$ cat src/rtl/core/spz_pkg.sv
// shared types and constants for the sponge core
`timescale 1ns / 1ps

package spz_pkg;

  // update steps in one shuffle (a single whip)
  localparam int unsigned WHIP_ROUNDS = 512;
  localparam int unsigned RoundW      = $clog2(WHIP_ROUNDS + 1);

  // absorb midpoint, nibble area base and whip step increment
  localparam logic [7:0] HalfIdx = 8'd128;
  localparam logic [7:0] StepInc = 8'd2;
  localparam logic [7:0] StepRst = 8'd1;

  // request codes
  typedef enum logic [1:0] {
    REQ_INIT   = 2'd0,
    REQ_ABSORB = 2'd1,
    REQ_STOP   = 2'd2,
    REQ_DRIP   = 2'd3
  } req_e;

  // access to the permutation store
  typedef struct packed {
    logic       clr;
    logic       rd_en;
    logic [7:0] rd_addr;
    logic       wr_en;
    logic [7:0] wr_addr;
    logic [7:0] wr_data;
  } perm_req_t;

endpackage

$ cat src/rtl/core/spz_if.sv
// request and result channel interfaces of the sponge core
`timescale 1ns / 1ps

interface spz_req_if;
  logic       valid;
  logic       ready;
  logic [1:0] req_type;
  logic [7:0] data_byte;

  modport source (output valid, output req_type, output data_byte, input ready);
  modport sink   (input valid, input req_type, input data_byte, output ready);
endinterface

interface spz_out_if;
  logic       valid;
  logic       ready;
  logic [7:0] out_byte;

  modport source (output valid, output out_byte, input ready);
  modport sink   (input valid, input out_byte, output ready);
endinterface

$ cat src/rtl/core/spz_perm_store.sv
// 256 x 8 permutation store with per-entry valid bits, unwritten entries read as identity
`timescale 1ns / 1ps

module spz_perm_store (
  input  logic                 clk_i,
  input  logic                 rst_ni,
  input  spz_pkg::perm_req_t   acc_i,
  output logic [7:0]           rdata_o
);
  import spz_pkg::*;

  logic [7:0]   mem_q [256];
  logic [255:0] vld_q;
  logic [7:0]   rdata_q;
  logic [7:0]   raddr_q;
  logic         rvld_q;

  // storage array, read data registered
  always_ff @(posedge clk_i) begin
    if (acc_i.wr_en) begin
      mem_q[acc_i.wr_addr] <= acc_i.wr_data;
    end
    if (acc_i.rd_en) begin
      rdata_q <= mem_q[acc_i.rd_addr];
      raddr_q <= acc_i.rd_addr;
    end
  end

  // valid bits, cleared by reset and by initialize
  always_ff @(posedge clk_i or negedge rst_ni) begin
    if (!rst_ni) begin
      vld_q  <= '0;
      rvld_q <= 1'b0;
    end else begin
      if (acc_i.clr) begin
        vld_q <= '0;
      end else if (acc_i.wr_en) begin
        vld_q[acc_i.wr_addr] <= 1'b1;
      end
      if (acc_i.rd_en) begin
        rvld_q <= vld_q[acc_i.rd_addr];
      end
    end
  end

  // never written entry holds its own index
  assign rdata_o = rvld_q ? rdata_q : raddr_q;

endmodule

$ cat src/rtl/core/spritz_sponge_core.sv
// Sponge core over a 256-byte permutation with a sequencer around one read/write store.
// One item at a time; the request channel is ready only while the sequencer is idle.
// All table traffic goes through a single store with one registered read and one write
// per cycle. Absorbing a byte takes two nibble swaps plus dispatch; a drip takes one
// update step, the output step and dispatch. A shuffle of WHIP_ROUNDS update steps
// (512) runs when the absorb count reaches 128 or before a drip that follows absorption.
// A finished byte waits in the output register while the next item is taken; a second
// drip holds at its end until that register is free.
`timescale 1ns / 1ps

module spritz_sponge_core (
  input  logic clk_i,
  input  logic rst_ni,
  spz_req_if.sink   req_i,
  spz_out_if.source res_o
);
  import spz_pkg::*;

  typedef enum logic [3:0] {
    ST_IDLE,
    ST_ABS_CHK,
    ST_ABS_R0,
    ST_ABS_R1,
    ST_ABS_W0,
    ST_ABS_W1,
    ST_STOP_CHK,
    ST_DRIP_CHK,
    ST_UPD0,
    ST_UPD1,
    ST_UPD2,
    ST_UPD3,
    ST_UPD4,
    ST_OUT0,
    ST_OUT1,
    ST_OUT2
  } state_e;

  state_e state_q, state_d;
  state_e ret_q, ret_d;
  logic [7:0] cnt_q, cnt_d;
  logic [7:0] i_q, i_d;
  logic [7:0] j_q, j_d;
  logic [7:0] k_q, k_d;
  logic [7:0] w_q, w_d;
  logic [7:0] last_q, last_d;
  logic [7:0] byte_q, byte_d;
  logic [7:0] tmp_q, tmp_d;
  logic       nib_hi_q, nib_hi_d;
  logic       shuf_q, shuf_d;
  logic [RoundW-1:0] rnd_q, rnd_d;
  logic       out_vld_q, out_vld_d;
  logic [7:0] out_q, out_d;

  perm_req_t  acc;
  logic [7:0] rd;
  logic [3:0] nib;
  logic [7:0] nib_addr;

  spz_perm_store u_store (
    .clk_i   (clk_i),
    .rst_ni  (rst_ni),
    .acc_i   (acc),
    .rdata_o (rd)
  );

  assign nib      = nib_hi_q ? byte_q[7:4] : byte_q[3:0];
  assign nib_addr = HalfIdx + {4'd0, nib};

  assign req_i.ready    = (state_q == ST_IDLE);
  assign res_o.valid    = out_vld_q;
  assign res_o.out_byte = out_q;

  // sequencer next state
  always_comb begin
    state_d   = state_q;
    ret_d     = ret_q;
    cnt_d     = cnt_q;
    i_d       = i_q;
    j_d       = j_q;
    k_d       = k_q;
    w_d       = w_q;
    last_d    = last_q;
    byte_d    = byte_q;
    tmp_d     = tmp_q;
    nib_hi_d  = nib_hi_q;
    shuf_d    = shuf_q;
    rnd_d     = rnd_q;
    out_vld_d = out_vld_q && !res_o.ready;
    out_d     = out_q;
    acc       = '0;

    unique case (state_q)
      ST_IDLE: begin
        if (req_i.valid) begin
          byte_d   = req_i.data_byte;
          nib_hi_d = 1'b0;
          unique case (req_e'(req_i.req_type))
            REQ_INIT: begin
              cnt_d   = '0;
              i_d     = '0;
              j_d     = '0;
              k_d     = '0;
              w_d     = StepRst;
              last_d  = '0;
              acc.clr = 1'b1;
            end
            REQ_ABSORB: state_d = ST_ABS_CHK;
            REQ_STOP:   state_d = ST_STOP_CHK;
            REQ_DRIP:   state_d = ST_DRIP_CHK;
            default:    state_d = ST_IDLE;
          endcase
        end
      end

      // absorb one nibble, shuffle first at the midpoint
      ST_ABS_CHK: begin
        if (cnt_q == HalfIdx) begin
          shuf_d  = 1'b1;
          rnd_d   = '0;
          ret_d   = ST_ABS_CHK;
          state_d = ST_UPD0;
        end else begin
          state_d = ST_ABS_R0;
        end
      end
      ST_ABS_R0: begin
        acc.rd_en   = 1'b1;
        acc.rd_addr = cnt_q;
        state_d     = ST_ABS_R1;
      end
      ST_ABS_R1: begin
        tmp_d       = rd;
        acc.rd_en   = 1'b1;
        acc.rd_addr = nib_addr;
        state_d     = ST_ABS_W0;
      end
      ST_ABS_W0: begin
        acc.wr_en   = 1'b1;
        acc.wr_addr = cnt_q;
        acc.wr_data = rd;
        state_d     = ST_ABS_W1;
      end
      ST_ABS_W1: begin
        acc.wr_en   = 1'b1;
        acc.wr_addr = nib_addr;
        acc.wr_data = tmp_q;
        cnt_d       = cnt_q + 8'd1;
        if (nib_hi_q) begin
          state_d = ST_IDLE;
        end else begin
          nib_hi_d = 1'b1;
          state_d  = ST_ABS_CHK;
        end
      end

      // absorb stop
      ST_STOP_CHK: begin
        if (cnt_q == HalfIdx) begin
          shuf_d  = 1'b1;
          rnd_d   = '0;
          ret_d   = ST_STOP_CHK;
          state_d = ST_UPD0;
        end else begin
          cnt_d   = cnt_q + 8'd1;
          state_d = ST_IDLE;
        end
      end

      // drip: shuffle after absorption, then one update and the output step
      ST_DRIP_CHK: begin
        state_d = ST_UPD0;
        if (cnt_q != 8'd0) begin
          shuf_d = 1'b1;
          rnd_d  = '0;
          ret_d  = ST_DRIP_CHK;
        end else begin
          shuf_d = 1'b0;
          ret_d  = ST_OUT0;
        end
      end

      // update step
      ST_UPD0: begin
        i_d         = i_q + w_q;
        acc.rd_en   = 1'b1;
        acc.rd_addr = i_q + w_q;
        state_d     = ST_UPD1;
      end
      ST_UPD1: begin
        tmp_d       = rd;
        acc.rd_en   = 1'b1;
        acc.rd_addr = j_q + rd;
        state_d     = ST_UPD2;
      end
      ST_UPD2: begin
        j_d         = k_q + rd;
        acc.rd_en   = 1'b1;
        acc.rd_addr = k_q + rd;
        state_d     = ST_UPD3;
      end
      ST_UPD3: begin
        k_d         = i_q + k_q + rd;
        acc.wr_en   = 1'b1;
        acc.wr_addr = i_q;
        acc.wr_data = rd;
        state_d     = ST_UPD4;
      end
      ST_UPD4: begin
        acc.wr_en   = 1'b1;
        acc.wr_addr = j_q;
        acc.wr_data = tmp_q;
        if (!shuf_q) begin
          state_d = ret_q;
        end else if (rnd_q == RoundW'(WHIP_ROUNDS - 1)) begin
          w_d     = w_q + StepInc;
          cnt_d   = '0;
          shuf_d  = 1'b0;
          rnd_d   = '0;
          state_d = ret_q;
        end else begin
          rnd_d   = rnd_q + RoundW'(1);
          state_d = ST_UPD0;
        end
      end

      // output function
      ST_OUT0: begin
        acc.rd_en   = 1'b1;
        acc.rd_addr = last_q + k_q;
        state_d     = ST_OUT1;
      end
      ST_OUT1: begin
        acc.rd_en   = 1'b1;
        acc.rd_addr = i_q + rd;
        state_d     = ST_OUT2;
      end
      ST_OUT2: begin
        acc.rd_en   = 1'b1;
        acc.rd_addr = j_q + rd;
        ret_d       = ST_IDLE;
        // final read lands in the idle-bound hand-off below
        state_d     = ST_UPD4;
      end
      default: state_d = ST_IDLE;
    endcase

    // hand-off of the dripped byte once the output register is free
    if (state_q == ST_UPD4 && ret_q == ST_IDLE && !shuf_q) begin
      if (out_vld_q && !res_o.ready) begin
        state_d = ST_UPD4;
        acc     = '0;
      end else begin
        out_vld_d = 1'b1;
        out_d     = rd;
        last_d    = rd;
        state_d   = ST_IDLE;
        acc       = '0;
      end
    end
  end

  // state and registered outputs
  always_ff @(posedge clk_i or negedge rst_ni) begin
    if (!rst_ni) begin
      state_q   <= ST_IDLE;
      ret_q     <= ST_IDLE;
      cnt_q     <= '0;
      i_q       <= '0;
      j_q       <= '0;
      k_q       <= '0;
      w_q       <= StepRst;
      last_q    <= '0;
      nib_hi_q  <= 1'b0;
      shuf_q    <= 1'b0;
      rnd_q     <= '0;
      out_vld_q <= 1'b0;
    end else begin
      state_q   <= state_d;
      ret_q     <= ret_d;
      cnt_q     <= cnt_d;
      i_q       <= i_d;
      j_q       <= j_d;
      k_q       <= k_d;
      w_q       <= w_d;
      last_q    <= last_d;
      nib_hi_q  <= nib_hi_d;
      shuf_q    <= shuf_d;
      rnd_q     <= rnd_d;
      out_vld_q <= out_vld_d;
    end
  end

  // payload registers
  always_ff @(posedge clk_i) begin
    byte_q <= byte_d;
    tmp_q  <= tmp_d;
    out_q  <= out_d;
  end

endmodule

$ cat src/flat_wrapper.sv
// flat-port wrapper written by rule: the top's interface ports become plain ports
module spritz_sponge_core_flat import spz_pkg::*;
  (clk_i, rst_ni, req_i_valid, req_i_req_type, req_i_data_byte, req_i_ready, res_o_valid, res_o_out_byte, res_o_ready);
  spz_req_if req_i_i ();
  spz_out_if res_o_i ();
  input  logic clk_i;
  input  logic rst_ni;
  input wire logic [$bits(req_i_i.valid)-1:0] req_i_valid;
  input wire logic [$bits(req_i_i.req_type)-1:0] req_i_req_type;
  input wire logic [$bits(req_i_i.data_byte)-1:0] req_i_data_byte;
  output wire logic [$bits(req_i_i.ready)-1:0] req_i_ready;
  output wire logic [$bits(res_o_i.valid)-1:0] res_o_valid;
  output wire logic [$bits(res_o_i.out_byte)-1:0] res_o_out_byte;
  input wire logic [$bits(res_o_i.ready)-1:0] res_o_ready;
  assign req_i_i.valid = req_i_valid;
  assign req_i_i.req_type = req_i_req_type;
  assign req_i_i.data_byte = req_i_data_byte;
  assign req_i_ready = req_i_i.ready;
  assign res_o_valid = res_o_i.valid;
  assign res_o_out_byte = res_o_i.out_byte;
  assign res_o_i.ready = res_o_ready;
  spritz_sponge_core u_core (.clk_i(clk_i), .rst_ni(rst_ni), .req_i(req_i_i), .res_o(res_o_i));
endmodule
$ cat config.mk
export PLATFORM = sky130hd
export DESIGN_NAME = spritz_sponge_core_flat
export DESIGN_NICKNAME = d
export VERILOG_FILES = /design/src/rtl/core/spz_pkg.sv /design/src/rtl/core/spz_if.sv /design/src/rtl/core/spz_perm_store.sv /design/src/rtl/core/spritz_sponge_core.sv /design/src/flat_wrapper.sv
export SDC_FILE = /design/constraint.sdc
export NUM_CORES = 2
export LEC_CHECK = 0
export BUFFER_PORTS_ARGS = -buffer_cell sky130_fd_sc_hd__clkbuf_2
export CELL_PAD_IN_SITES_DETAIL_PLACEMENT = 0
export CELL_PAD_IN_SITES_GLOBAL_PLACEMENT = 1
export CORE_ASPECT_RATIO = 1.2
export CORE_UTILIZATION = 40
export CTS_CLUSTER_SIZE = 24
export DETAILED_ROUTE_END_ITERATION = 6
export GPL_TIMING_DRIVEN = 0
export PLACE_DENSITY = 0.56
export SLEW_MARGIN = 30
export SYNTH_ARGS = -nofsm -noshare
export SYNTH_HDL_FRONTEND = slang
export SYNTH_HIERARCHICAL = 1
export SYNTH_SLANG_ARGS = --single-unit
$ cat constraint.sdc
create_clock -name clk_i -period 24 [get_ports clk_i]
set_input_delay 7.2 -clock clk_i [delete_from_list [all_inputs] [get_ports clk_i]]
set_output_delay 7.2 -clock clk_i [all_outputs]
set_load 0.01 [all_outputs]
# Yosys cells after proc, flatten, opt, wreduce, memory -nomap -nowiden
# Memories as Yosys holds them, arrays and structs flattened. A register that Yosys moved wholly into a read port is not among the register bits.
# Index checks and enable logic that the tools add are counted.
dict set report op_classes {
  reduce_logical 35
  mux 62
  n_lt_le_gt_ge 3
  n_eq_ne 31
  n_bitwise 2
  n_addsub 11
}
# cell n
set op_table {}
lappend op_table {{$mux 256} 2}
lappend op_table {{$or 256x256->256} 1}
lappend op_table {{$mux 8} 15}
lappend op_table {{$pmux 17 s4} 1}
lappend op_table {{$pmux 8 s2} 4}
lappend op_table {{$pmux 9 s7} 1}
lappend op_table {{$pmux 4 s15} 1}
lappend op_table {{$add 8x8->8} 7}
lappend op_table {{$mux 4} 11}
lappend op_table {{$mux 10} 4}
lappend op_table {{$eq 4x4->1 const B} 8}
lappend op_table {{$pmux 8 s4} 1}
lappend op_table {{$pmux 10 s3} 1}
lappend op_table {{$mux 27} 1}
lappend op_table {{$lt 8x9->1 const B} 2}
lappend op_table {{$eq 4x3->1 const B} 4}
lappend op_table {{$pmux 4 s4} 1}
lappend op_table {{$mux 1} 14}
lappend op_table {{$ne 2x1->1 const B} 7}
lappend op_table {{$pmux 4 s3} 1}
lappend op_table {{$reduce_and 3->1} 4}
lappend op_table {{$reduce_bool 2->1} 6}
lappend op_table {{$add 10x1->10 const B} 1}
lappend op_table {{$eq 10x9->1 const B} 1}
lappend op_table {{29 further kinds} 45}
dict set report word_totals {
  memories 1
  mem_bits_rw 2048
  wordCells 163
  out_inout_bits 10
  register_bits 358
  in_bits 14
}
# memory depth width read_ports rd_ports_with_merged_regs wr line
set mem_list {}
lappend mem_list {u_core.u_store.mem_q 256 8 1 1 1 spz_perm_store.sv:12} ;# logic [7:0] mem_q [256];

# Depth between registers and ports, before layout
dict set report logic_depth {
  ltp_word 12
  depth_mapped 24
}

# By module
# The synthesis kept the hierarchy.
# mod seq_area_each_um2 area_each_um2 cells_each n_inst
set by_module_without_submodules {}
lappend by_module_without_submodules {spz_perm_store 68410.6 89503.3 4550 1}
lappend by_module_without_submodules {spritz_sponge_core 2448.6 6362.4 688 1}

# Least setup slack after synthesis
# OpenSTA, ideal clock, no wires.
dict set report synth_path {
  path_type {reg2reg}
  from {register u_core.state_q[1]}
  to {memory u_core.u_store.mem_q[0][0] (data pin)}
  path_stages_with_launch 8
  n_path_buf 3
  arrival_ns 7.506
  slack_ns 15.102
  cell_sequence {dfrtp_1 > clkbuf_1 > clkbuf_1 > nand3_1 > o21ai_0 > nand2_1 > clkbuf_1 > nor2_1}
}
# item line
set synth_rtl {}
lappend synth_rtl {{from (decl)} spritz_sponge_core.sv:38} ;# state_e state_q, state_d;
lappend synth_rtl {{from (signal assigned)} spritz_sponge_core.sv:278} ;# state_q <= state_d;
lappend synth_rtl {{to (decl)} spz_perm_store.sv:12}

# Final worst setup path
dict set report layout_path {
  from {register u_core.state_q[1]}
  to {output req_i_ready}
}
dict set report layout_between {
  elab_chain_cells 1
}
# item line
set layout_lines {}
lappend layout_lines {{$logic_not 4->1} spritz_sponge_core.sv:69} ;# assign req_i.ready = (state_q == ST_IDLE);
lappend layout_lines {{to (decl)} flat_wrapper.sv:11} ;# output wire logic [$bits(req_i_i.ready)-1:0] req_i_ready;
# Every way passes these cells.

==> reports/metrics.yaml <==
outcome: "complete, no violations"
finalWorstSetupSlack_ns: 14.39
tns_ns: 0
worst_ep_required_time_ns: 16.80
startpoint_type: "flip-flop"
ys_warn_count: 6
final_hold_viol_count: 0
place_area_sq_mm: 0.104
slew_violations: 0
core_area_sq_mm: 0.238
internal_power_mw: 9.87
crit_chain: "or2_1 -> clkbuf_1 -> nor3_1 -> clkbuf_2"
timing.fmax_ghz: 0.104
clock_power_share: 0.228
grt_max_degree: 77
grt_pass1_vias: 53700
place_ws_ns: 13.70
cts_hold_buffers: 0
wl_um: 327000
finalCoreUtilization: 0.470
drv_cap: 0
finalCritPeriodShare: 0.400
synthesis.area_sq_mm: 0.0959
leakage_nw: 35.5
cp_slowest_cell: "dfrtp_1"
rows: 196
min_path_cells: 2
seqPwrFrac: 0.304
grt_antenna_before_repair: 25
die-width_um: 449
place_congestion: 0.970
synth_top_cell_by_area: "edfxtp_1"
grtUsageTotal: 0.269
path_delay_family: "simple AND/OR/NAND/NOR gates"
grt_pass1_wl_um: 448000
syn2layout_area_growth_pct: 16.6
cts.sinks: 2414
die_h_um: 538
synth_nets: 5306
yosysSeqAreaShare: 0.739
timing.rr.start: "u_core/state_q[1]$_DFFE_PN0P_"
reg2reg_to: "u_core/u_store/rdata_q[5]$_DFFE_PP_"
synth_edf_count: 2088
vias: 53700
finalSetupViolations: 0
ant_nets: 0
skew_ns: 0.0561
post-cts-setup-buffer-count: 0
synthFlopType: "edfxtp_1"
clk_latency_ns: 0.91
cts_root_buffer: "clkbuf_16"
final_area_sq_mm: 0.112
hold_path_class: "flip-flop to flip-flop"
first_iter_violations: 6341
final_nets: 5710
worst-path-buf-inv: 2
htree_num_levels: 4
cts_buffers: 249
synth.distinct_cells: 76
netlist_top_cells_area: "edfxtp_1 65%, mux4_2 13%, dfrtp_1 8.5%, nor2_1 3.0%, a22oi_1 2.2%"
p_per_area_mw_per_mm2: 150
p_comb_frac: 0.468
clk_path_buf_depth: 4
clk_pin_slew_worst_paths_ns: 0.06
ir_drop_v: 0.000106
timing.slew.headroom: 0.215
path_class: "flip-flop to output port"
rsz0062_at_grt: "false"
drive_gt1_frac: 0.253
avgSynthCellArea_sq_um: 18.3
reg2reg_depth: 20
vias_per_cell: 5.95
syn_inst: 5238
ios: 24
hp-start: "u_core/u_store/vld_q[110]$_DFFE_PN0P_"
wl_per_cell_um: 36.3
crit_arrival_ns: 2.41
async_reset_ff_frac: 0.135
synth_top_area_share: 0.654
crit_path_max_fanout: 7
ys_ff_latch: 2414
worst_path_largest_cell_delay_ns: 0.42
drc: 0
synth_common_cells: "2088 x edfxtp_1, 771 x nor2_1, 563 x mux4_2"
switchingPower_mw: 6.95
cts_resized: 0
dieArea_sq_mm: 0.242
crit_path_start: "u_core/state_q[1]$_DFFE_PN0P_"
cts_tree: "done"
firstDrtPassIters: 6
min_to: "u_core/u_store/vld_q[110]$_DFFE_PN0P_"
fill_cells: 20200
yosysMostFrequentCell: "edfxtp_1"
initial_core_util: 0.403
total_power_mw: 16.8
io_buffers: 23
swShare: 0.413
r2r_setup_slack_ns: 14.74
critical_path.endpoint_type: "output port"
worst_pin_slew_ns: 1.18
period_minus_slack_ns: 9.61
dp_hpwl_um: 240000
grt_overflow: 0
==> flip-flops by register name (all words and copies together), names as in the netlist, 4 cells and up <==
| name | cells |
|---|---|
| u_core/u_store/mem_q | 2048 |
| u_core/u_store/rdata_q | 8 |
| u_core/i_q | 8 |
| u_core/res_o.out_byte | 8 |
| u_core/cnt_q | 8 |
| u_core/j_q | 8 |
| u_core/last_q | 8 |
| u_core/tmp_q | 8 |
| u_core/u_store/vld_q | 256 |
| u_core/state_q | 4 |
| u_core/w_q | 8 |
| u_core/byte_q | 8 |
| u_core/rnd_q | 10 |
| u_core/u_store/raddr_q | 8 |
| u_core/ret_q | 4 |
| u_core/k_q | 8 |
==> power by group through the flow <==
stage	clock network, mW	registers [mW]	logic [mW]
global route	4.06	5.14	8.07
finish	3.84	5.12	7.87
floorplan	0	5.19	4.18
CTS	3.91	5.11	7.80
global placement	0	5.31	7.49
detailed placement	0	5.20	7.78
==> stage by stage <==
stage,instances,hold WS [ns]
floorplan,5238,0.458
global placement,8429,0.470
detailed placement,8558,0.480
CTS,9014,0.496
global route,9016,0.506
finish,9020,0.490
==> metal layers <==
metal / wire length [um] / vias to the layer above / track usage / share of wire
li1: - / 21800 / - / -
met1: 128000 / 29000 / 0.349 / 0.39
met2: 155000 / 2274 / 0.432 / 0.48
met3: 24600 / 635 / 0.0576 / 0.075
met4: 18700 / 8 / 0.130 / 0.057
met5: 57 / - / 0 / 0.00017
==> layout by cell type (no fill, tap or decap), drive strengths merged, types with 10 or more instances in the layout <==
cell type and count:
o22ai 23, bufinv 24, dfrtp 325, edfxtp 2088
a21o 14, buf 232, nand3 59, or2 13
xor2 17, a21oi 175, mux2i 31, xnor2 22
fa 12, o221ai 10, nand4 24, nor2 771
nand2b 16, nor4 35, mux2 22, clkbuf 558
o21ai 52, nand2 125, a22oi 284, nor3 18
nor2b 17, clkinv 96, inv 34, mux4 565
o21ba 30, ha 42
==> kinds of logic after synthesis <==
| family | count (synthesis) | share of synthesized area |
|---|---|---|
| AO/OA/AOI/OAI | 666 | 0.0474 |
| buffers and inverters | 338 | 0.0146 |
| flip-flops | 2414 | 0.739 |
| adder cells (fa/ha/maj) | 54 | 0.00799 |
| XOR/XNOR | 39 | 0.00356 |
| multiplexers | 618 | 0.139 |
| AND/OR/NAND/NOR | 1109 | 0.0487 |
==> worst max path at each step <==
stage | endpoint | slack [ns] | depth (start not counted)
6_report | req_i_ready | 14.39 | 4
5_1_grt | req_i_ready | 14.19 | 4
4_1_cts | req_i_ready | 14.33 | 4
3_5_place_dp | u_core/u_store/vld_q[99]$_DFFE_PN0P_ | 13.70 | 9
2_1_floorplan | u_core/u_store/mem_q[0][0]$_DFFE_PP_ | 15.10 | 7
3_3_place_gp | u_core/u_store/mem_q[206][3]$_DFFE_PP_ | 5.30 | 7
==> worst register-to-register path, delay by kind of cell, from the launching register on <==
kind                       cells  cell delay, ns
adders and majority gates      2            0.60
AOI/OAI and AO/OA              5            2.34
buffers and inverters          8            3.21
and+or+nand+nor                3            1.48
DFF                            1            0.41
muxes                          2            0.89
==> final cells by class <==
type / instances / area [sq um] / area share
Tap cell: 3168 / 3960 / 0.0354
Inverter: 29 / 109 / 0.000973
Clock buffer: 328 / 6710 / 0.0600
Buffer: 309 / 1380 / 0.0123
Clock inverter: 128 / 1260 / 0.0113
Timing Repair Buffer: 153 / 3270 / 0.0292
Antenna cell: 5 / 12.5 / 0.000112
Multi-Input combinational cell: 2486 / 24300 / 0.217
Sequential cell: 2414 / 70900 / 0.634
No activity file was read; power rests on OpenSTA's default activity.
